## src/hdl/orks_pkg.sv

```systemverilog
// Shared types, constants and codes for the outlier rejecting Kalman smoother.
// No dependencies; imported by every other module of the block.
package orks_pkg;

  // Window geometry (power of two)
  localparam int WINDOW = 16;
  localparam int IDX_W  = $clog2(WINDOW);
  localparam int CNT_W  = (IDX_W > 5) ? IDX_W : 5;
  localparam int SUM_W  = 32 + IDX_W;
  localparam int VACC_W = 48 + IDX_W;

  // Divider geometry
  localparam int DIV_NUM_W = SUM_W;
  localparam int DIV_REM_W = 33;
  localparam int DIV_CNT_W = $clog2(DIV_NUM_W + 1);

  // Fixed-point constants, 16 fraction bits: Q1.16 (17-bit) and Q16.16 (32-bit)
  localparam logic [16:0] ONE_Q     = 17'd65536;
  localparam logic [16:0] NOISE_MIN = 17'd7;
  localparam logic [16:0] TENTH_Q   = 17'd6554;
  localparam logic [16:0] GAIN_MIN  = 17'd66;
  localparam logic [31:0] TWO_Q     = 32'd131072;

  // Register reset values
  localparam logic [16:0] BASE_GAIN_RST = 17'd6554;
  localparam logic [31:0] PNOISE_RST    = 32'd66;
  localparam logic [23:0] THRESH_RST    = 24'd131072;

  // Configuration register indexes
  localparam int CFG_IDX_W = 2;
  localparam logic [CFG_IDX_W-1:0] REG_BASE_GAIN = 2'd0;
  localparam logic [CFG_IDX_W-1:0] REG_PNOISE    = 2'd1;
  localparam logic [CFG_IDX_W-1:0] REG_THRESH    = 2'd2;

  typedef enum logic [4:0] {
    OP_NONE, OP_LOAD, OP_SUM, OP_MEAN, OP_VAR, OP_VACC, OP_SQI, OP_SQRT,
    OP_LIMIT, OP_REJ, OP_FBK, OP_MDIV, OP_MSET, OP_PRED, OP_KDIV,
    OP_KMUL1, OP_KMUL2, OP_OUT
  } op_e;

  typedef enum logic [4:0] {
    S_IDLE, S_SUM, S_MEAN, S_VAR, S_VACC, S_SQI, S_SQRT, S_LIMIT, S_REJ,
    S_CHK, S_FBK, S_MDIV, S_MWAIT, S_MSET, S_PRED, S_KDIV, S_KWAIT,
    S_KMUL1, S_KMUL2, S_OUT
  } state_e;

  typedef struct packed {
    op_e              op;
    logic [CNT_W-1:0] cnt;
  } cmd_t;

  typedef struct packed {
    logic div_busy;
    logic kept_zero;
    logic out_free;
  } sts_t;

endpackage

```

## src/hdl/orks_ctrl.sv

```systemverilog
// Sequencer of the smoother: walks the window passes, root, divisions, update.
// Depends on orks_pkg.
module orks_ctrl import orks_pkg::*; (
  input  logic clk_i,
  input  logic rst_ni,
  input  logic in_valid_i,
  output logic in_ready_o,
  input  sts_t sts_i,
  output cmd_t cmd_o
);

  localparam logic [CNT_W-1:0] WIN_LAST  = CNT_W'(WINDOW - 1);
  localparam logic [CNT_W-1:0] SQRT_LAST = CNT_W'(31);

  state_e           state_q, state_d;
  logic [CNT_W-1:0] cnt_q, cnt_d;

  always_ff @(posedge clk_i or negedge rst_ni) begin
    if (!rst_ni) begin
      state_q <= S_IDLE;
      cnt_q   <= '0;
    end else begin
      state_q <= state_d;
      cnt_q   <= cnt_d;
    end
  end

  // Next state and datapath command
  always_comb begin
    state_d    = state_q;
    cnt_d      = cnt_q;
    in_ready_o = 1'b0;
    cmd_o.op   = OP_NONE;
    cmd_o.cnt  = cnt_q;
    unique case (state_q)
      S_IDLE: begin
        in_ready_o = 1'b1;
        if (in_valid_i) begin
          cmd_o.op = OP_LOAD;
          cnt_d    = '0;
          state_d  = S_SUM;
        end
      end
      S_SUM: begin
        cmd_o.op = OP_SUM;
        cnt_d    = cnt_q + 1'b1;
        if (cnt_q == WIN_LAST) begin
          cnt_d   = '0;
          state_d = S_MEAN;
        end
      end
      S_MEAN: begin
        cmd_o.op = OP_MEAN;
        state_d  = S_VAR;
      end
      S_VAR: begin
        cmd_o.op = OP_VAR;
        cnt_d    = cnt_q + 1'b1;
        if (cnt_q == WIN_LAST) begin
          cnt_d   = '0;
          state_d = S_VACC;
        end
      end
      S_VACC: begin
        cmd_o.op = OP_VACC;
        state_d  = S_SQI;
      end
      S_SQI: begin
        cmd_o.op = OP_SQI;
        cnt_d    = '0;
        state_d  = S_SQRT;
      end
      S_SQRT: begin
        cmd_o.op = OP_SQRT;
        cnt_d    = cnt_q + 1'b1;
        if (cnt_q == SQRT_LAST) begin
          cnt_d   = '0;
          state_d = S_LIMIT;
        end
      end
      S_LIMIT: begin
        cmd_o.op = OP_LIMIT;
        state_d  = S_REJ;
      end
      S_REJ: begin
        cmd_o.op = OP_REJ;
        cnt_d    = cnt_q + 1'b1;
        if (cnt_q == WIN_LAST) begin
          cnt_d   = '0;
          state_d = S_CHK;
        end
      end
      S_CHK: begin
        state_d = sts_i.kept_zero ? S_FBK : S_MDIV;
      end
      S_FBK: begin
        cmd_o.op = OP_FBK;
        state_d  = S_PRED;
      end
      S_MDIV: begin
        cmd_o.op = OP_MDIV;
        state_d  = S_MWAIT;
      end
      S_MWAIT: begin
        if (!sts_i.div_busy) state_d = S_MSET;
      end
      S_MSET: begin
        cmd_o.op = OP_MSET;
        state_d  = S_PRED;
      end
      S_PRED: begin
        cmd_o.op = OP_PRED;
        state_d  = S_KDIV;
      end
      S_KDIV: begin
        cmd_o.op = OP_KDIV;
        state_d  = S_KWAIT;
      end
      S_KWAIT: begin
        if (!sts_i.div_busy) state_d = S_KMUL1;
      end
      S_KMUL1: begin
        cmd_o.op = OP_KMUL1;
        state_d  = S_KMUL2;
      end
      S_KMUL2: begin
        cmd_o.op = OP_KMUL2;
        state_d  = S_OUT;
      end
      S_OUT: begin
        if (sts_i.out_free) begin
          cmd_o.op = OP_OUT;
          state_d  = S_IDLE;
        end
      end
      default: state_d = S_IDLE;
    endcase
  end

endmodule

```

## config.mk

```make
export PLATFORM = sky130hd
export DESIGN_NAME = orks_ctrl
export DESIGN_NICKNAME = d
export VERILOG_FILES = /design/src/hdl/orks_pkg.sv /design/src/hdl/orks_ctrl.sv
export SDC_FILE = /design/constraint.sdc
export NUM_CORES = 1
export LEC_CHECK = 0
export ABC_AREA = 1
export BUFFER_PORTS_ARGS = -buffer_cell sky130_fd_sc_hd__buf_4
export CORE_UTILIZATION = 56
export DETAILED_ROUTE_END_ITERATION = 16
export MAX_ROUTING_LAYER = met4
export PLACE_DENSITY = 0.86
export SYNTH_ARGS = -nofsm -noshare
export SYNTH_HDL_FRONTEND = slang
export SYNTH_SLANG_ARGS = --single-unit
```

## constraint.sdc

```tcl
create_clock -name clk_i -period 2.2 [get_ports clk_i]
set_input_delay 0.44 -clock clk_i [delete_from_list [all_inputs] [get_ports clk_i]]
set_output_delay 0.44 -clock clk_i [all_outputs]
set_load 0.01 [all_outputs]
```

==> impl_summary.md <==
Power and ir drop
The switching power share of the total is 53.61%. In this run, the clock network consumes 8.6% of the power. VDD sags by at most 0.0008707 V. In this run, the combinational gates consume 70.0% of the power. The power per cell area is 1516 nW/um^2.

In this run the power spent charging and discharging nets is 1.049 mW. The cell leakage power is 0.6805 nW. The overall power is 1.956 mW.

The internal portion of the total power is 907.4 uW. The fraction of power consumed by sequential logic is 21.4%.

Synth
The most frequently used flop master after synthesis is sky130_fd_sc_hd__dfrtp_1. The number of synthesized register bits is 10. The total nets after synthesis is 175. The post-synthesis average cell area is 6.696 um^2. After technology mapping, the gate count stands at 165. In the synthesized netlist the async set-or-reset flop fraction comes to 100.0%.

The netlist area before placement is 1105 um^2. The number of warnings reported in the yosys synthesis log is 0. Sequential cells were found to cover 22.65% of the synthesized design area. The number of library cell types mapped by synthesis is 29. Counting flops with a built-in enable in the synthesized netlist gives 0. In the post-synthesis netlist, the biggest area contributors are sky130_fd_sc_hd__dfrtp_1 23%, sky130_fd_sc_hd__nand2_1 14%, sky130_fd_sc_hd__nand3_1 8.6%, sky130_fd_sc_hd__nor2_1 6.1%, sky130_fd_sc_hd__nor2_4 6.1%.

The cell type with the largest total area after synthesis is sky130_fd_sc_hd__dfrtp_1. The share of synthesized area in the top cell type comes to 22.65%.

STA
The final period utilization is 94.59%. Across the routed clock network, the largest skew measured is 11.79 ps. The final-layout worst hold slack is 517.3 ps.

The smallest setup slack after layout is 118.9 ps. The worst pin sits at a relative slew slack of 78.31%. The final-report max-slew violation count is 0. The final-report hold violation count was 0.

Setup violations remaining at the end of the flow were counted as 0. The peak clock frequency supported by timing is 0.4805 GHz. The shortest period the worst path allows is 2081 ps.

The worst-margin pin slew is 325.4 ps. Setup repair after global routing left no endpoint under its margin. Setup total negative slack on the finished layout was measured at 0 ps.

Critical path
The critical path arrival is 1640 ps. The end of the worst register-to-register path is state_q[2]. The startpoint of the most critical register-to-register path is cnt_q[0]. The setup slack on the worst flop-to-flop path is 340 ps.

The critical path in this run is classified as reg -> out. The data required time at the worst endpoint is 1760 ps. The maximum fanout count along the critical path is 8. For the worst flop-to-flop path, the logic depth is 11. The kind of end point of the critical path is a primary output. The worst setup path is launched from a flop.

GRT
The wire length of the first global-routing pass is 4284 um. The number of antenna violations at the first check in global routing came to 0. Entering global routing, the biggest net connects 12 pins. The number of global-route vias before repair is 985. The all-layer global routing usage is 28.62%. For this run the aggregate overflow at the end of global routing stands at 0.

Drt
The number of remaining DRC errors is 0. For this run, the detailed router's first-pass iteration total came to 4. The detailed router placed 1168 vias in this run.

Once detail routing completed, the nets flagged for antenna violations numbered 0. The wire length per cell is 12.65 um. The via density per instance is 5.562.

Summed over all layers, the routed wires come to 2657 um. The first routing iteration left 66 violations.

Job
The tool flagged a number of max-cap violations equal to 0.

Placed design
In this run the tool buffered the top-level ports with 16 buffer cells. Once placement completed, the tool counted placed cells totaling 201. The pre-CTS setup slack is 238.3 ps.

The HPWL after detailed placement is 2110 um. The congestion estimate from routability-driven global placement came to 0.9935.

Layout
The repair_antennas step left the layout with diodes totalling 0. The share of final-layout standard cells stronger than drive strength 1 is 30.81%. The area taken by multi-input logic gates is 724.4 um^2. At the end of the flow, the number of nets in the layout was 196. Registers take 252.7 um^2.

The post-synthesis to final-layout area growth is 16.76%. Leaving out filler cells and counting taps, the final layout contains 210. After filler insertion, the fill cell instance count of the layout stands at 150.

Outcome
The run finished with clean final reports.

Hold path
The kind of path behind the tightest hold check is reg -> reg. The number of stages on the worst hold path is 2. The capture endpoint of the worst hold path is cnt_q[3]. The worst hold path begins at cnt_q[3].

Clocking
The maximum buffer depth of the clock tree is 2. In this run the number of H-tree levels came out at 1. The clock-pin slew reported for the worst setup and hold paths after clock tree synthesis is 80 ps. The insertion delay of the later-clocked pin in the worst-skew pair is 270 ps. Counting every sink on the clock net gives 10. Counting the buffers created by CTS gives 3. The CTS tree is built. The clock root buffer is sky130_fd_sc_hd__clkbuf_4.

Floorplan
In this run the vertical extent of the chip is 46.42 um. After floorplanning, the core was sized to cover 1783 um^2. Once the floorplan was initialized, standard cells occupied 61.96% of the core.

The number of core rows is 15. The area of the die is 2154 um^2. The die is 46.42 um wide. During I/O placement, the number of pins put on the boundary was 17.
## logic make-up (layout without fill, tap and decap cells)
| group | count (synthesis) | count (layout) | share of synthesized area (%) |
|---|---|---|---|
| and+or+nand+nor | 111 | 111 | 52.77 |
| buffers and inverters | 27 | 47 | 12.23 |
| AOI/OAI and AO/OA | 11 | 11 | 6.229 |
| DFF | 10 | 10 | 22.65 |
| adders and majority gates | 4 | 4 | 4.530 |
| xor gates and xnor gates | 2 | 2 | 1.586 |
## metal layers
layer | up-vias | share of wire, % | track usage [%]
li1 | 569 | - | -
met1 | 530 | 42 | 42.45
met2 | 58 | 45 | 37.22
met3 | 11 | 10 | 7.451
met4 | 0 | 2.4 | 8.235
met5 | - | 0 | -
## sequential cells by signal (all words and copies together) (netlist names)
| name | cells |
|---|---|
| cnt_q | 5 |
| state_q | 5 |
## worst max-delay path, cell delays in order (launching register included)
cell,delay (ps)
sky130_fd_sc_hd__dfrtp_1,490
sky130_fd_sc_hd__nor2_4,240
sky130_fd_sc_hd__nand2_1,100
sky130_fd_sc_hd__nor2_1,250
sky130_fd_sc_hd__a21oi_2,100
sky130_fd_sc_hd__nand4_1,80
sky130_fd_sc_hd__buf_4,120
## placed cells by master, fill, tap and decap left out, drive strengths merged
master / instances
dlygate4sd3: 1
clkbuf: 4
nor3: 2
a211oi: 1
clkinv: 1
xnor2: 1
nand3: 21
o21ai: 4
a31oi: 1
nor2: 31
xor2: 1
o21bai: 1
a21oi: 3
nand4: 6
dfrtp: 10
nand2: 51
inv: 21
ha: 4
o2111ai: 1
buf: 20
## cell type report
| type | instances | area share, % |
|---|---|---|
| Clock buffer | 4 | 2.813 |
| Timing Repair Buffer | 21 | 12.42 |
| Tap cell | 25 | 2.425 |
| Sequential cell | 10 | 19.59 |
| Multi-Input combinational cell | 128 | 56.16 |
| Inverter | 22 | 6.596 |
## timing repair
| item | in CTS | in global routing |
|---|---|---|
| cloned | 0 | 0 |
| pin swaps | 0 | 1 |
| setup endpoints to repair | 3 | 3 |
| resized for setup | 1 | 2 |
| hold endpoints to repair | 10 | 0 |
| setup buffers | 0 | 4 |
| hold buffers | 1 | 0 |
## metrics by stage
stage | cell area, um^2 | util, %
after global placement | 1206 | 67.65
after floorplan | 1105 | -
after CTS | 1257 | 70.53
after global routing | 1290 | 72.35
final | 1290 | 72.35
after detailed placement | 1206 | 67.65
## worst max-delay path by stage
stage                            end        from  slack (ps)
final                       cmd_o[6]  state_q[2]         120
after global placement      cmd_o[8]  state_q[2]         280
after CTS                   cmd_o[6]  state_q[0]          50
after detailed placement    cmd_o[6]  state_q[2]         240
after floorplan           state_q[2]    cnt_q[0]         530
after global routing        cmd_o[6]  state_q[0]          20
## power groups by stage
stage | Clock, mW | Combinational, mW | Sequential [mW]
floorplan | 0 | 1.03 | 0.350
global placement | 0 | 1.28 | 0.402
detailed placement | 0 | 1.29 | 0.411
CTS | 0.169 | 1.30 | 0.412
global route | 0.179 | 1.53 | 0.436
finish | 0.169 | 1.37 | 0.419
## synthesized netlist by cell type (2+ instances only)
| cell | n |
|---|---|
| sky130_fd_sc_hd__a21oi_1 | 2 |
| sky130_fd_sc_hd__buf_6 | 4 |
| sky130_fd_sc_hd__dfrtp_1 | 10 |
| sky130_fd_sc_hd__ha_1 | 4 |
| sky130_fd_sc_hd__inv_1 | 17 |
| sky130_fd_sc_hd__inv_2 | 3 |
| sky130_fd_sc_hd__nand2_1 | 41 |
| sky130_fd_sc_hd__nand2_2 | 6 |
| sky130_fd_sc_hd__nand2_4 | 4 |
| sky130_fd_sc_hd__nand3_1 | 19 |
| sky130_fd_sc_hd__nand3_2 | 2 |
| sky130_fd_sc_hd__nand4_1 | 6 |
| sky130_fd_sc_hd__nor2_1 | 18 |
| sky130_fd_sc_hd__nor2_2 | 7 |
| sky130_fd_sc_hd__nor2_4 | 6 |
| sky130_fd_sc_hd__o21ai_0 | 3 |
(Power assumes the default switching activity.)
